### config.mk
export PLATFORM = sky130hd
export DESIGN_NAME = bank_switch_mapper_with_scanline_irq_flat
export DESIGN_NICKNAME = d
export VERILOG_FILES = /design/src/rtl/bsm_pkg.sv /design/src/rtl/bsm_in_if.sv /design/src/rtl/bsm_out_if.sv /design/src/rtl/bank_switch_mapper_with_scanline_irq.sv /design/src/rtl/bsm_state.sv /design/src/rtl/bsm_xlate.sv /design/src/flat_wrapper.sv
export SDC_FILE = /design/constraint.sdc
export NUM_CORES = 1
export LEC_CHECK = 0
export BUFFER_PORTS_ARGS = -buffer_cell sky130_fd_sc_hd__buf_2
export CORE_MARGIN = 2
export CORE_UTILIZATION = 59
export DETAILED_ROUTE_END_ITERATION = 12
export PLACE_DENSITY = 0.78
export SYNTH_ARGS = -nofsm -noshare
export SYNTH_HDL_FRONTEND = slang
export SYNTH_SLANG_ARGS = --single-unit
### constraint.sdc
create_clock -name clk -period 2.9 [get_ports clk]
set_input_delay 0.58 -clock clk [delete_from_list [all_inputs] [get_ports clk]]
set_output_delay 0.58 -clock clk [all_outputs]
set_load 0.02 [all_outputs]
### src/rtl/bsm_pkg.sv
package bsm_pkg;

  typedef enum logic [2:0] {
    CMD_CPU_RD  = 3'd0,
    CMD_CPU_WR  = 3'd1,
    CMD_PPU_RD  = 3'd2,
    CMD_PPU_WR  = 3'd3,
    CMD_LINE    = 3'd4,
    CMD_IRQ_CLR = 3'd5
  } cmd_e;

  typedef enum logic [1:0] {
    REGION_NONE   = 2'd0,
    REGION_MEM    = 2'd1,
    REGION_PRAM   = 2'd2,
    REGION_MAPPER = 2'd3
  } region_e;

  // configuration register indexes
  localparam logic CFG_PRG_BANKS = 1'b0;
  localparam logic CFG_CHR_BANKS = 1'b1;

  localparam logic [7:0] PRG_BANKS_RST = 8'd2;
  localparam logic [7:0] CHR_BANKS_RST = 8'd0;

  // cpu address window, address[15:13]
  localparam logic [2:0] WIN_PRAM = 3'b011;
  // mapper register group, address[14:13]
  localparam logic [1:0] GRP_BANK   = 2'd0;
  localparam logic [1:0] GRP_MIRROR = 2'd1;
  localparam logic [1:0] GRP_LINE   = 2'd2;
  localparam logic [1:0] GRP_IRQ    = 2'd3;

  localparam int unsigned PRG_BANK_W = 6;
  localparam int unsigned MAP_W      = 22;

  typedef struct packed {
    logic [2:0]  command;
    logic [15:0] address;
    logic [7:0]  write_data;
  } item_t;

  typedef struct packed {
    logic [1:0]        region;
    logic [MAP_W-1:0]  mapped_address;
    logic              mirror_valid;
    logic              mirror_horizontal;
    logic              irq_line;
  } result_t;

  typedef struct packed {
    logic [7:0][7:0] bank_sel;
    logic [2:0]      sel_idx;
    logic            prg_mode;
    logic            chr_mode;
    logic [7:0]      line_cnt;
    logic [7:0]      line_reload;
    logic            reload_pend;
    logic            irq_en;
    logic            irq_pend;
    logic [7:0]      prg_banks;
    logic [7:0]      chr_banks;
  } state_t;

endpackage

### src/rtl/bsm_in_if.sv
interface bsm_in_if;
  logic        valid;
  logic        ready;
  logic [2:0]  command;
  logic [15:0] address;
  logic [7:0]  write_data;

  modport source (output valid, output command, output address, output write_data,
                  input ready);
  modport sink (input valid, input command, input address, input write_data,
                output ready);
endinterface

### src/rtl/bsm_out_if.sv
interface bsm_out_if;
  logic        valid;
  logic        ready;
  logic [1:0]  region;
  logic [21:0] mapped_address;
  logic        mirror_valid;
  logic        mirror_horizontal;
  logic        irq_line;

  modport source (output valid, output region, output mapped_address,
                  output mirror_valid, output mirror_horizontal, output irq_line,
                  input ready);
  modport sink (input valid, input region, input mapped_address,
                input mirror_valid, input mirror_horizontal, input irq_line,
                output ready);
endinterface

### src/rtl/bank_switch_mapper_with_scanline_irq.sv
// channel  | dir | handshake    | payload
// in_bus   | in  | valid/ready  | command, address, write_data
// out_bus  | out | valid/ready  | region, mapped_address, mirror_*, irq_line
// cfg_*    | in  | write enable | cfg_index, cfg_data (no read-back)
//
// one beat per cycle sustained while out_bus.ready is high; a beat passes the
// input register and then the result register, via one translate/update stage.
// rst_n is synchronous: clears handshake valids, bank and irq state, and loads
// the configuration defaults. a stalled result holds in the output register
// while the input register keeps the next beat; in_bus.ready drops only then.
module bank_switch_mapper_with_scanline_irq (
  input  logic            clk,
  input  logic            rst_n,
  bsm_in_if.sink          in_bus,
  bsm_out_if.source       out_bus,
  input  logic            cfg_we,
  input  logic            cfg_index,
  input  logic [7:0]      cfg_data
);
  import bsm_pkg::*;

  logic    s1_valid_r;
  item_t   s1_item_r;
  logic    out_valid_r;
  result_t out_res_r;
  logic    advance, s1_take;
  state_t  st;
  logic    irq_nxt;
  result_t res;

  assign advance      = !out_valid_r || out_bus.ready;
  assign s1_take      = s1_valid_r && advance;
  assign in_bus.ready = !s1_valid_r || advance;

  bsm_state u_state (
    .clk       (clk),
    .rst_n     (rst_n),
    .cfg_we    (cfg_we),
    .cfg_index (cfg_index),
    .cfg_data  (cfg_data),
    .upd       (s1_take),
    .item      (s1_item_r),
    .st        (st),
    .irq_nxt   (irq_nxt)
  );

  bsm_xlate u_xlate (
    .item    (s1_item_r),
    .st      (st),
    .irq_nxt (irq_nxt),
    .res     (res)
  );

  always_ff @(posedge clk) begin
    if (!rst_n) begin
      s1_valid_r  <= 1'b0;
      out_valid_r <= 1'b0;
    end else begin
      if (in_bus.ready) begin
        s1_valid_r <= in_bus.valid;
      end
      if (advance) begin
        out_valid_r <= s1_valid_r;
      end
    end
  end

  always_ff @(posedge clk) begin
    if (in_bus.valid && in_bus.ready) begin
      s1_item_r <= '{command: in_bus.command, address: in_bus.address,
                     write_data: in_bus.write_data};
    end
    if (s1_take) begin
      out_res_r <= res;
    end
  end

  assign out_bus.valid             = out_valid_r;
  assign out_bus.region            = out_res_r.region;
  assign out_bus.mapped_address    = out_res_r.mapped_address;
  assign out_bus.mirror_valid      = out_res_r.mirror_valid;
  assign out_bus.mirror_horizontal = out_res_r.mirror_horizontal;
  assign out_bus.irq_line          = out_res_r.irq_line;

`ifndef SYNTHESIS
  a_s1_holds: assert property (@(posedge clk) disable iff (!rst_n)
    s1_valid_r && out_valid_r && !out_bus.ready |=> s1_valid_r)
    else $error("input stage dropped a beat under stall");
  a_mapper_addr: assert property (@(posedge clk) disable iff (!rst_n)
    out_valid_r && out_res_r.region == REGION_MAPPER |-> out_res_r.mapped_address == '0)
    else $error("register write carries an address");
  a_mirror_region: assert property (@(posedge clk) disable iff (!rst_n)
    out_valid_r && out_res_r.mirror_valid |-> out_res_r.region == REGION_MAPPER)
    else $error("mirroring update outside a register write");
  a_irq_rise: assert property (@(posedge clk) disable iff (!rst_n)
    $rose(st.irq_pend) |-> $past(st.irq_en))
    else $error("irq raised while disabled");
`endif

endmodule

### src/rtl/bsm_state.sv
module bsm_state (
  input  logic            clk,
  input  logic            rst_n,
  input  logic            cfg_we,
  input  logic            cfg_index,
  input  logic [7:0]      cfg_data,
  input  logic            upd,
  input  bsm_pkg::item_t  item,
  output bsm_pkg::state_t st,
  output logic            irq_nxt
);
  import bsm_pkg::*;

  state_t st_r, st_nxt;
  state_t st_rst;
  logic   odd;
  logic [7:0] cnt_tick;

  assign odd = item.address[0];

  always_comb begin
    st_rst           = '0;
    st_rst.prg_banks = PRG_BANKS_RST;
    st_rst.chr_banks = CHR_BANKS_RST;
  end

  always_comb begin
    st_nxt   = st_r;
    cnt_tick = st_r.line_cnt;
    if (upd) begin
      case (cmd_e'(item.command))
        CMD_CPU_WR: begin
          if (item.address[15]) begin
            case (item.address[14:13])
              GRP_BANK: begin
                if (!odd) begin
                  st_nxt.sel_idx  = item.write_data[2:0];
                  st_nxt.prg_mode = item.write_data[6];
                  st_nxt.chr_mode = item.write_data[7];
                end else begin
                  st_nxt.bank_sel[st_r.sel_idx] = item.write_data;
                end
              end
              GRP_LINE: begin
                if (!odd) begin
                  st_nxt.line_reload = item.write_data;
                end else begin
                  st_nxt.line_cnt    = 8'd0;
                  st_nxt.reload_pend = 1'b1;
                end
              end
              GRP_IRQ: begin
                if (!odd) begin
                  st_nxt.irq_en   = 1'b0;
                  st_nxt.irq_pend = 1'b0;
                end else begin
                  st_nxt.irq_en = 1'b1;
                end
              end
              default: begin
                // mirroring writes change no state here
              end
            endcase
          end
        end
        CMD_LINE: begin
          if (st_r.line_cnt == 8'd0 || st_r.reload_pend) begin
            cnt_tick           = st_r.line_reload;
            st_nxt.reload_pend = 1'b0;
          end else begin
            cnt_tick = st_r.line_cnt - 8'd1;
          end
          st_nxt.line_cnt = cnt_tick;
          if (cnt_tick == 8'd0 && st_r.irq_en) begin
            st_nxt.irq_pend = 1'b1;
          end
        end
        CMD_IRQ_CLR: begin
          st_nxt.irq_pend = 1'b0;
        end
        default: begin
        end
      endcase
    end
    if (cfg_we) begin
      if (cfg_index == CFG_PRG_BANKS) begin
        st_nxt.prg_banks = cfg_data;
      end else begin
        st_nxt.chr_banks = cfg_data;
      end
    end
  end

  always_ff @(posedge clk) begin
    if (!rst_n) begin
      st_r <= st_rst;
    end else begin
      st_r <= st_nxt;
    end
  end

  assign st      = st_r;
  assign irq_nxt = st_nxt.irq_pend;

endmodule

### src/rtl/bsm_xlate.sv
module bsm_xlate (
  input  bsm_pkg::item_t   item,
  input  bsm_pkg::state_t  st,
  input  logic             irq_nxt,
  output bsm_pkg::result_t res
);
  import bsm_pkg::*;

  logic [8:0]            n_last, n_prev, prg_bank;
  logic [PRG_BANK_W-1:0] r6, r7;
  logic [1:0]            pslot;
  logic [2:0]            cslot;
  logic [2:0]            cidx;
  logic [7:0]            chr_bank;
  logic [MAP_W-1:0]      prg_off, chr_off;
  logic                  is_pram;

  always_comb begin
    n_last = {st.prg_banks, 1'b0} - 9'd1;
    n_prev = {st.prg_banks, 1'b0} - 9'd2;
    r6     = st.bank_sel[6][PRG_BANK_W-1:0];
    r7     = st.bank_sel[7][PRG_BANK_W-1:0];
    pslot  = item.address[14:13];
    if (pslot == 2'd3) begin
      prg_bank = n_last;
    end else if (pslot == 2'd1) begin
      prg_bank = {3'd0, r7};
    end else if ((pslot == 2'd0) == !st.prg_mode) begin
      prg_bank = {3'd0, r6};
    end else begin
      prg_bank = n_prev;
    end
    prg_off = {prg_bank, item.address[12:0]};

    // inversion swaps the 2 KiB and 1 KiB halves
    cslot = item.address[12:10] ^ {st.chr_mode, 2'b00};
    cidx  = cslot - 3'd2;
    if (cslot < 3'd2) begin
      chr_bank = {st.bank_sel[0][7:1], cslot[0]};
    end else if (cslot < 3'd4) begin
      chr_bank = {st.bank_sel[1][7:1], cslot[0]};
    end else begin
      chr_bank = st.bank_sel[cidx];
    end
    chr_off = {4'd0, chr_bank, item.address[9:0]};

    is_pram = (item.address[15:13] == WIN_PRAM);

    res                   = '0;
    res.irq_line          = irq_nxt;
    case (cmd_e'(item.command))
      CMD_CPU_RD: begin
        if (is_pram) begin
          res.region         = REGION_PRAM;
          res.mapped_address = {9'd0, item.address[12:0]};
        end else if (item.address[15]) begin
          res.region         = REGION_MEM;
          res.mapped_address = prg_off;
        end
      end
      CMD_CPU_WR: begin
        if (is_pram) begin
          res.region         = REGION_PRAM;
          res.mapped_address = {9'd0, item.address[12:0]};
        end else if (item.address[15]) begin
          res.region = REGION_MAPPER;
          if (item.address[14:13] == GRP_MIRROR && !item.address[0]) begin
            res.mirror_valid      = 1'b1;
            res.mirror_horizontal = item.write_data[0];
          end
        end
      end
      CMD_PPU_RD: begin
        if (item.address[15:13] == 3'd0) begin
          res.region         = REGION_MEM;
          res.mapped_address = chr_off;
        end
      end
      CMD_PPU_WR: begin
        if (item.address[15:13] == 3'd0 && st.chr_banks == 8'd0) begin
          res.region         = REGION_MEM;
          res.mapped_address = chr_off;
        end
      end
      default: begin
      end
    endcase
  end

endmodule
### src/flat_wrapper.sv
// flat-port wrapper written by rule: the top's interface ports become plain ports
module bank_switch_mapper_with_scanline_irq_flat import bsm_pkg::*;
  (clk, rst_n, cfg_we, cfg_index, cfg_data, in_bus_valid, in_bus_command, in_bus_address, in_bus_write_data, in_bus_ready, out_bus_valid, out_bus_region, out_bus_mapped_address, out_bus_mirror_valid, out_bus_mirror_horizontal, out_bus_irq_line, out_bus_ready);
  bsm_in_if in_bus_i ();
  bsm_out_if out_bus_i ();
  input  logic clk;
  input  logic rst_n;
  input  logic cfg_we;
  input  logic cfg_index;
  input  logic [7:0] cfg_data;
  input wire logic [$bits(in_bus_i.valid)-1:0] in_bus_valid;
  input wire logic [$bits(in_bus_i.command)-1:0] in_bus_command;
  input wire logic [$bits(in_bus_i.address)-1:0] in_bus_address;
  input wire logic [$bits(in_bus_i.write_data)-1:0] in_bus_write_data;
  output wire logic [$bits(in_bus_i.ready)-1:0] in_bus_ready;
  output wire logic [$bits(out_bus_i.valid)-1:0] out_bus_valid;
  output wire logic [$bits(out_bus_i.region)-1:0] out_bus_region;
  output wire logic [$bits(out_bus_i.mapped_address)-1:0] out_bus_mapped_address;
  output wire logic [$bits(out_bus_i.mirror_valid)-1:0] out_bus_mirror_valid;
  output wire logic [$bits(out_bus_i.mirror_horizontal)-1:0] out_bus_mirror_horizontal;
  output wire logic [$bits(out_bus_i.irq_line)-1:0] out_bus_irq_line;
  input wire logic [$bits(out_bus_i.ready)-1:0] out_bus_ready;
  assign in_bus_i.valid = in_bus_valid;
  assign in_bus_i.command = in_bus_command;
  assign in_bus_i.address = in_bus_address;
  assign in_bus_i.write_data = in_bus_write_data;
  assign in_bus_ready = in_bus_i.ready;
  assign out_bus_valid = out_bus_i.valid;
  assign out_bus_region = out_bus_i.region;
  assign out_bus_mapped_address = out_bus_i.mapped_address;
  assign out_bus_mirror_valid = out_bus_i.mirror_valid;
  assign out_bus_mirror_horizontal = out_bus_i.mirror_horizontal;
  assign out_bus_irq_line = out_bus_i.irq_line;
  assign out_bus_i.ready = out_bus_ready;
  bank_switch_mapper_with_scanline_irq u_core (.clk(clk), .rst_n(rst_n), .in_bus(in_bus_i), .out_bus(out_bus_i), .cfg_we(cfg_we), .cfg_index(cfg_index), .cfg_data(cfg_data));
endmodule
# After elaboration in Yosys (flattened, before gate mapping)
# Cells that the tools add are included.
# Widths: inputs -> output; s select.
# word_totals
inputBits	41
word_cells	123
out_inout_bits	29
regBits	160
# op_classes
n_mux	36
reduce_logical	30
n_lt_le_gt_ge	5
bitwise	6
add_sub_neg	4
n_eq_ne	14
# ops
op	count
$pmux 24 s4	1
$mux 8	9
$mux 23	3
$bwmux 64	1
$mux 9	3
$bmux 8 s3	1
$demux 8 s3	1
$logic_not 8->1	3
$mux 24	1
$reduce_and 5->1	4
$mux 19	1
$mux 17	1
$pmux 8 s2	1
$mux 13	1
$eq 3x2->1 const B	3
$sub 9x1->9 const B	1
$sub 9x2->9 const B	1
$lt 3x4->1 const B	2
$mux 2	4
$sub 8x1->8 const B	1
$eq 3x3->1 const B	2
$logic_and 1x1->1	6
$logic_not 3->1	2
$mux 1	6
other kinds (23)	36

# Logic depth before layout (Yosys ltp)
# depth
depth_word	10
depth_mapped	9
ltp_nobuf	7

# By module
# From an unflattened synthesis, not the netlist that was laid out.
# unflattened
hier_cells	697
area_unflattened_um2	7623.6
# modules_own_cells
module	area_per_inst_um2	seq_area_each_um2	cells_per_inst	n_inst
bsm_state	4549.4	2082.0	454	1
bank_switch_mapper_with_scanline_irq	1725.4	1661.6	63	1
bsm_xlate	1348.8	0.0	180	1

# Least setup slack after synthesis
# Ideal clock, no wire load.
# synth_path
path_type	register -> register
from	register u_core.s1_item_r[20] (netlist bit)
to	register u_core.out_res_r (netlist bit u_core.out_bus.mapped_address[12]) (data pin)
stages_incl_launch_ff	9
n_path_buf	1
setup_ps	153
period_less_slack_ps	2596
t_required_ps	2747
t_arrival_ps	2443
path_slack_ps	304
cell_sequence	edfxtp_1 xor2_1 clkinv_1 ha_1 buf_1 mux4_2 o21ai_0 mux2i_1 o21ai_0
# synth_between
elab_chain_cells	8
word_cells_on_any_way	14
cone_classes	1 x add/sub; 2 x order compare; 10 x mux; 1 x bitwise
# synth_lines
item	line_no	text
from (decl)	bank_switch_mapper_with_scanline_irq.sv:23	item_t s1_item_r;
from (signal assigned)	bank_switch_mapper_with_scanline_irq.sv:70	s1_item_r <= '{command: in_bus.command, address: in_bus.address,
$xor 3x3->3	bsm_xlate.sv:36	cslot = item.address[12:10] ^ {st.chr_mode, 2'b00};
$sub 3x2->3	bsm_xlate.sv:37	cidx = cslot - 3'd2;
$bmux 8 s3	bsm_xlate.sv:43	chr_bank = st.bank_sel[cidx];
$mux 8 (implied by the code)	bsm_xlate.sv:43	
$mux 8	bsm_xlate.sv:40	end else if (cslot < 3'd4) begin
$mux 8	bsm_xlate.sv:38	if (cslot < 3'd2) begin
$mux 23 (on tied branches)	bsm_xlate.sv:80, bsm_xlate.sv:74	
$pmux 24 s4 (*)	bsm_xlate.sv:51	case (cmd_e'(item.command))
to (signal assigned)	bank_switch_mapper_with_scanline_irq.sv:74	out_res_r <= res;
to (decl)	bank_switch_mapper_with_scanline_irq.sv:25	result_t out_res_r;
# Every way passes the cells marked *; elsewhere a longest branch is shown, timed or not. The select of a mux whose other input is x is not followed.
# A chain may end at the register's enable or synchronous reset.

# Worst setup path in the final report
# layout_path
from	register u_core.s1_item_r[20] (netlist bit)
to	register u_core.out_res_r (netlist bit u_core.out_bus.mapped_address[11]) (data pin)
# layout_between
elab_chain_cells	8
word_cells_on_any_way	11
cone_classes	1 x add/sub; 2 x order compare; 7 x mux; 1 x bitwise
# layout_lines
item	line_no
$xor 3x3->3 (*)	bsm_xlate.sv:36
$sub 3x2->3	bsm_xlate.sv:37
$bmux 8 s3	bsm_xlate.sv:43
$mux 8 (implied by the code)	bsm_xlate.sv:43
$mux 8	bsm_xlate.sv:40
$mux 8 (*)	bsm_xlate.sv:38
$mux 23 (on tied branches)	bsm_xlate.sv:80, bsm_xlate.sv:74
$pmux 24 s4 (*)	bsm_xlate.sv:51
# Marked as above.

==> flow_summary_export.csv <==
group,metric,value,unit
pwr,power.leakage,3.18,nW
cts,clkLatencyLatePin,430,ps
grt,grt_max_degree,74,
cts,postCtsSetupBuffers,0,
floorplan,core-area,12000,um^2
timing,setup_viol,0,
cts,cts_resized,0,
outcome,status,"finished clean",
drt,drt-total-wl,16800,um
grt,met1_usage,33.7,%
cells_and_area,final_cells,887,
grt,gr-usage-met3,6.30,%
critical_path,cp_max_fo,10,
cells_and_area,drive_gt1_share,20.1,%
floorplan,die_h,114,um
synth,ys.flop_type,"dfxtp_1",
synth,ys_types,69,
drt,dr.pass1.iters,5,
timing,tightest_slew,727,ps
synth,syn_nets,722,
place,dp_hpwl,11600,um
grt,overflow,0,
critical_path,crit_type,"reg2reg",
synth,synth_warnings,0,
floorplan,rows,40,
grt,grt_pass1_vias,5075,
cts,cts_buffers,17,
synth,yosysSeqAreaShare,52.1,%
place,dp.cells,855,
floorplan,dieArea,13100,um^2
pwr,max-vdd-ir-drop,0.419,mV
timing,max_freq,395,MHz
grt,grt_busiest_layer,"met2",
critical_path,crit_arrival,2800,ps
pwr,power.density,590,nW/um^2
timing,rsz0062_at_grt,"no",
grt,grt_first_pass_wirelength,26200,um
drt,post_drt_wl_per_cell,18.9,um
drt,drcViolationCount,0,
floorplan,start_util,60.1,%
synth,syn_area,7190,um^2
cts,path_clk_slew,60,ps
cells_and_area,layout_commonest_cell,"dfxtp_1",
critical_path,worstSetupStartpointType,"flop",
cts,htree_levels,4,
timing,fin_crit_sh,87.4,%
synth,ys_ff_latch,160,
synth,async_flop_share,0,%
drt,drtAntennaViolNets,0,
cells_and_area,n_fill_cell,879,
timing,hold_viol,0,
job,cap_violations,0,
cells_and_area,nets,772,
cts,cts_buffer_depth,2,
place,port_buffers,69,
cts,cts_root_buf,"clkbuf_16",
cts,cts_hold_buf,0,
timing,hold_slack,332,ps
floorplan,die_w,114,um
floorplan,ioPinCount,70,
timing,layout_min_cycle_time,2530,ps
timing,maxSlewViolCount,0,
cells_and_area,mostFrequentLayoutCells,"106 x dfxtp_1, 82 x nor2_1, 75 x mux2i_1, 75 x nand2_1, 69 x buf_2",
cts,cts_tree,"built",
grt,grt_use_total,26.2,%
timing,tns,0,ps
drt,drtIter0Drc,456,
synth,synth-edff-count,54,
grt,antenna_found_initial,0,
worst_hold_path,min_path_type,"in2reg",
drt,num_vias,5389,
synth,syn_avg_cell_area,10.6,um^2
cells_and_area,diodes,0,
synth,syn_inst,677,
drt,drt-vias-per-instance,6.08,
critical_path,cp.required,3160,ps
critical_path,endpoint_kind,"flop",
grt,met2_usage,42.1,%
cells_and_area,area_growth,13.1,%
place,gp_congestion,0.924,
timing,fin_worst_skew,9.87,ps
cts,cts.sinks,160,
timing,slew_headroom,51.6,%
cell families (layout without fill, tap and decap cells):
family,after synthesis,after routing,synth area share [%]
XOR/XNOR,10,10,1.22
multiplexers,89,89,14.8
adder cells (fa/ha/maj),4,4,0.696
flip-flops,160,160,52.1
AO/OA/AOI/OAI,103,103,9.12
AND/OR/NAND/NOR,250,250,18.0
buffers and inverters,61,124,4.05
critical path: stages, from the launching register on:
cell and delay, ps:
edfxtp_1 420, xor2_1 220, clkinv_1 250, ha_1 640
mux4_2 380, o21ai_0 210, mux2i_1 110, o22ai_1 150
state kept, by name, indices dropped and copies added, names as in the netlist:
name                              flops
u_core.u_state.st                   104
u_core.out_bus.irq_line               1
u_core.out_bus.mirror_valid           1
u_core.out_bus.mapped_address        22
u_core.out_bus.valid                  1
u_core.s1_item_r                     27
u_core.s1_valid_r                     1
u_core.out_bus.mirror_horizontal      1
u_core.out_bus.region                 2
cells in the mapped netlist (5+ instances only):
library cell  instances  share of area [%]
mux4_2               14                4.4
o211ai_1              6               0.63
dfxtp_1             106                 30
and2_1                5               0.43
or4_1                 5               0.52
a211oi_1              7               0.73
nor2b_1              14                1.2
nor4_1                6               0.52
nand3_1               9               0.63
mux2i_1              75                 10
inv_1                10               0.52
xnor2_1               5               0.61
nand2_1              75                3.9
edfxtp_1             54                 23
o21ai_0              13               0.90
a21oi_1              46                3.2
buf_2                16                1.1
buf_4                 7               0.73
nor2_1               82                4.3
clkbuf_1             19               0.99
nor3_1                8               0.56
nand2b_1              6               0.52
xor2_1                5               0.61
layer usage:
metal  vias up  share of wire [%]
met5         -                  0
met4         0                3.1
met3        49                6.9
met2       221                 49
met1      2591                 41
li1       2528                  -
cell type report:
type                       count  area [um^2]  area share, %
tap                          147          184           2.26
multi-input combinational    456         3160           38.9
sequential                   160         3740           46.0
clock inverter                10         53.8          0.661
inverter                      12         45.0          0.554
clock buffer                  22          507           6.23
timing repair buffer          80          440           5.41
final timing paths:
check                                         start                                               to  slack (ps)  cells past startpoint
setup / recovery     u_core.s1_item_r[20]$_DFFE_PP_  u_core.out_bus.mapped_address[11]$_SDFFCE_PN0P_         370                      7
hold / removal                   in_bus_address[15]                   u_core.s1_item_r[23]$_DFFE_PP_         330                      1
setup reg to reg     u_core.s1_item_r[20]$_DFFE_PP_  u_core.out_bus.mapped_address[11]$_SDFFCE_PN0P_         370                      7
hold reg to reg   u_core.u_state.st[2]$_SDFFE_PN0P_                u_core.u_state.st[2]$_SDFFE_PN0P_         450                      2
report_power, final:
group          leakage, nW  switching (mW)  internal, mW  total, mW
Sequential            1.36          0.0647          2.38       2.44
Clock                0.290           0.864          1.23       2.10
Combinational         1.52           0.165         0.101      0.267
Total                 3.18            1.09          3.71       4.80
per-stage QoR:
stage | instance area, um^2 | util [%] | power (mW) | setup WS [ps]
finish | 8140 | 68.0 | 4.80 | 367
global route | 8140 | 68.0 | 4.94 | 251
CTS | 8140 | 68.0 | 4.82 | 465
detailed placement | 7580 | 63.3 | 2.75 | 477
global placement | 7580 | 63.3 | 2.74 | 566
floorplan | 7190 | - | 2.64 | 304
Note: power is estimated with default switching activity, not from simulation.
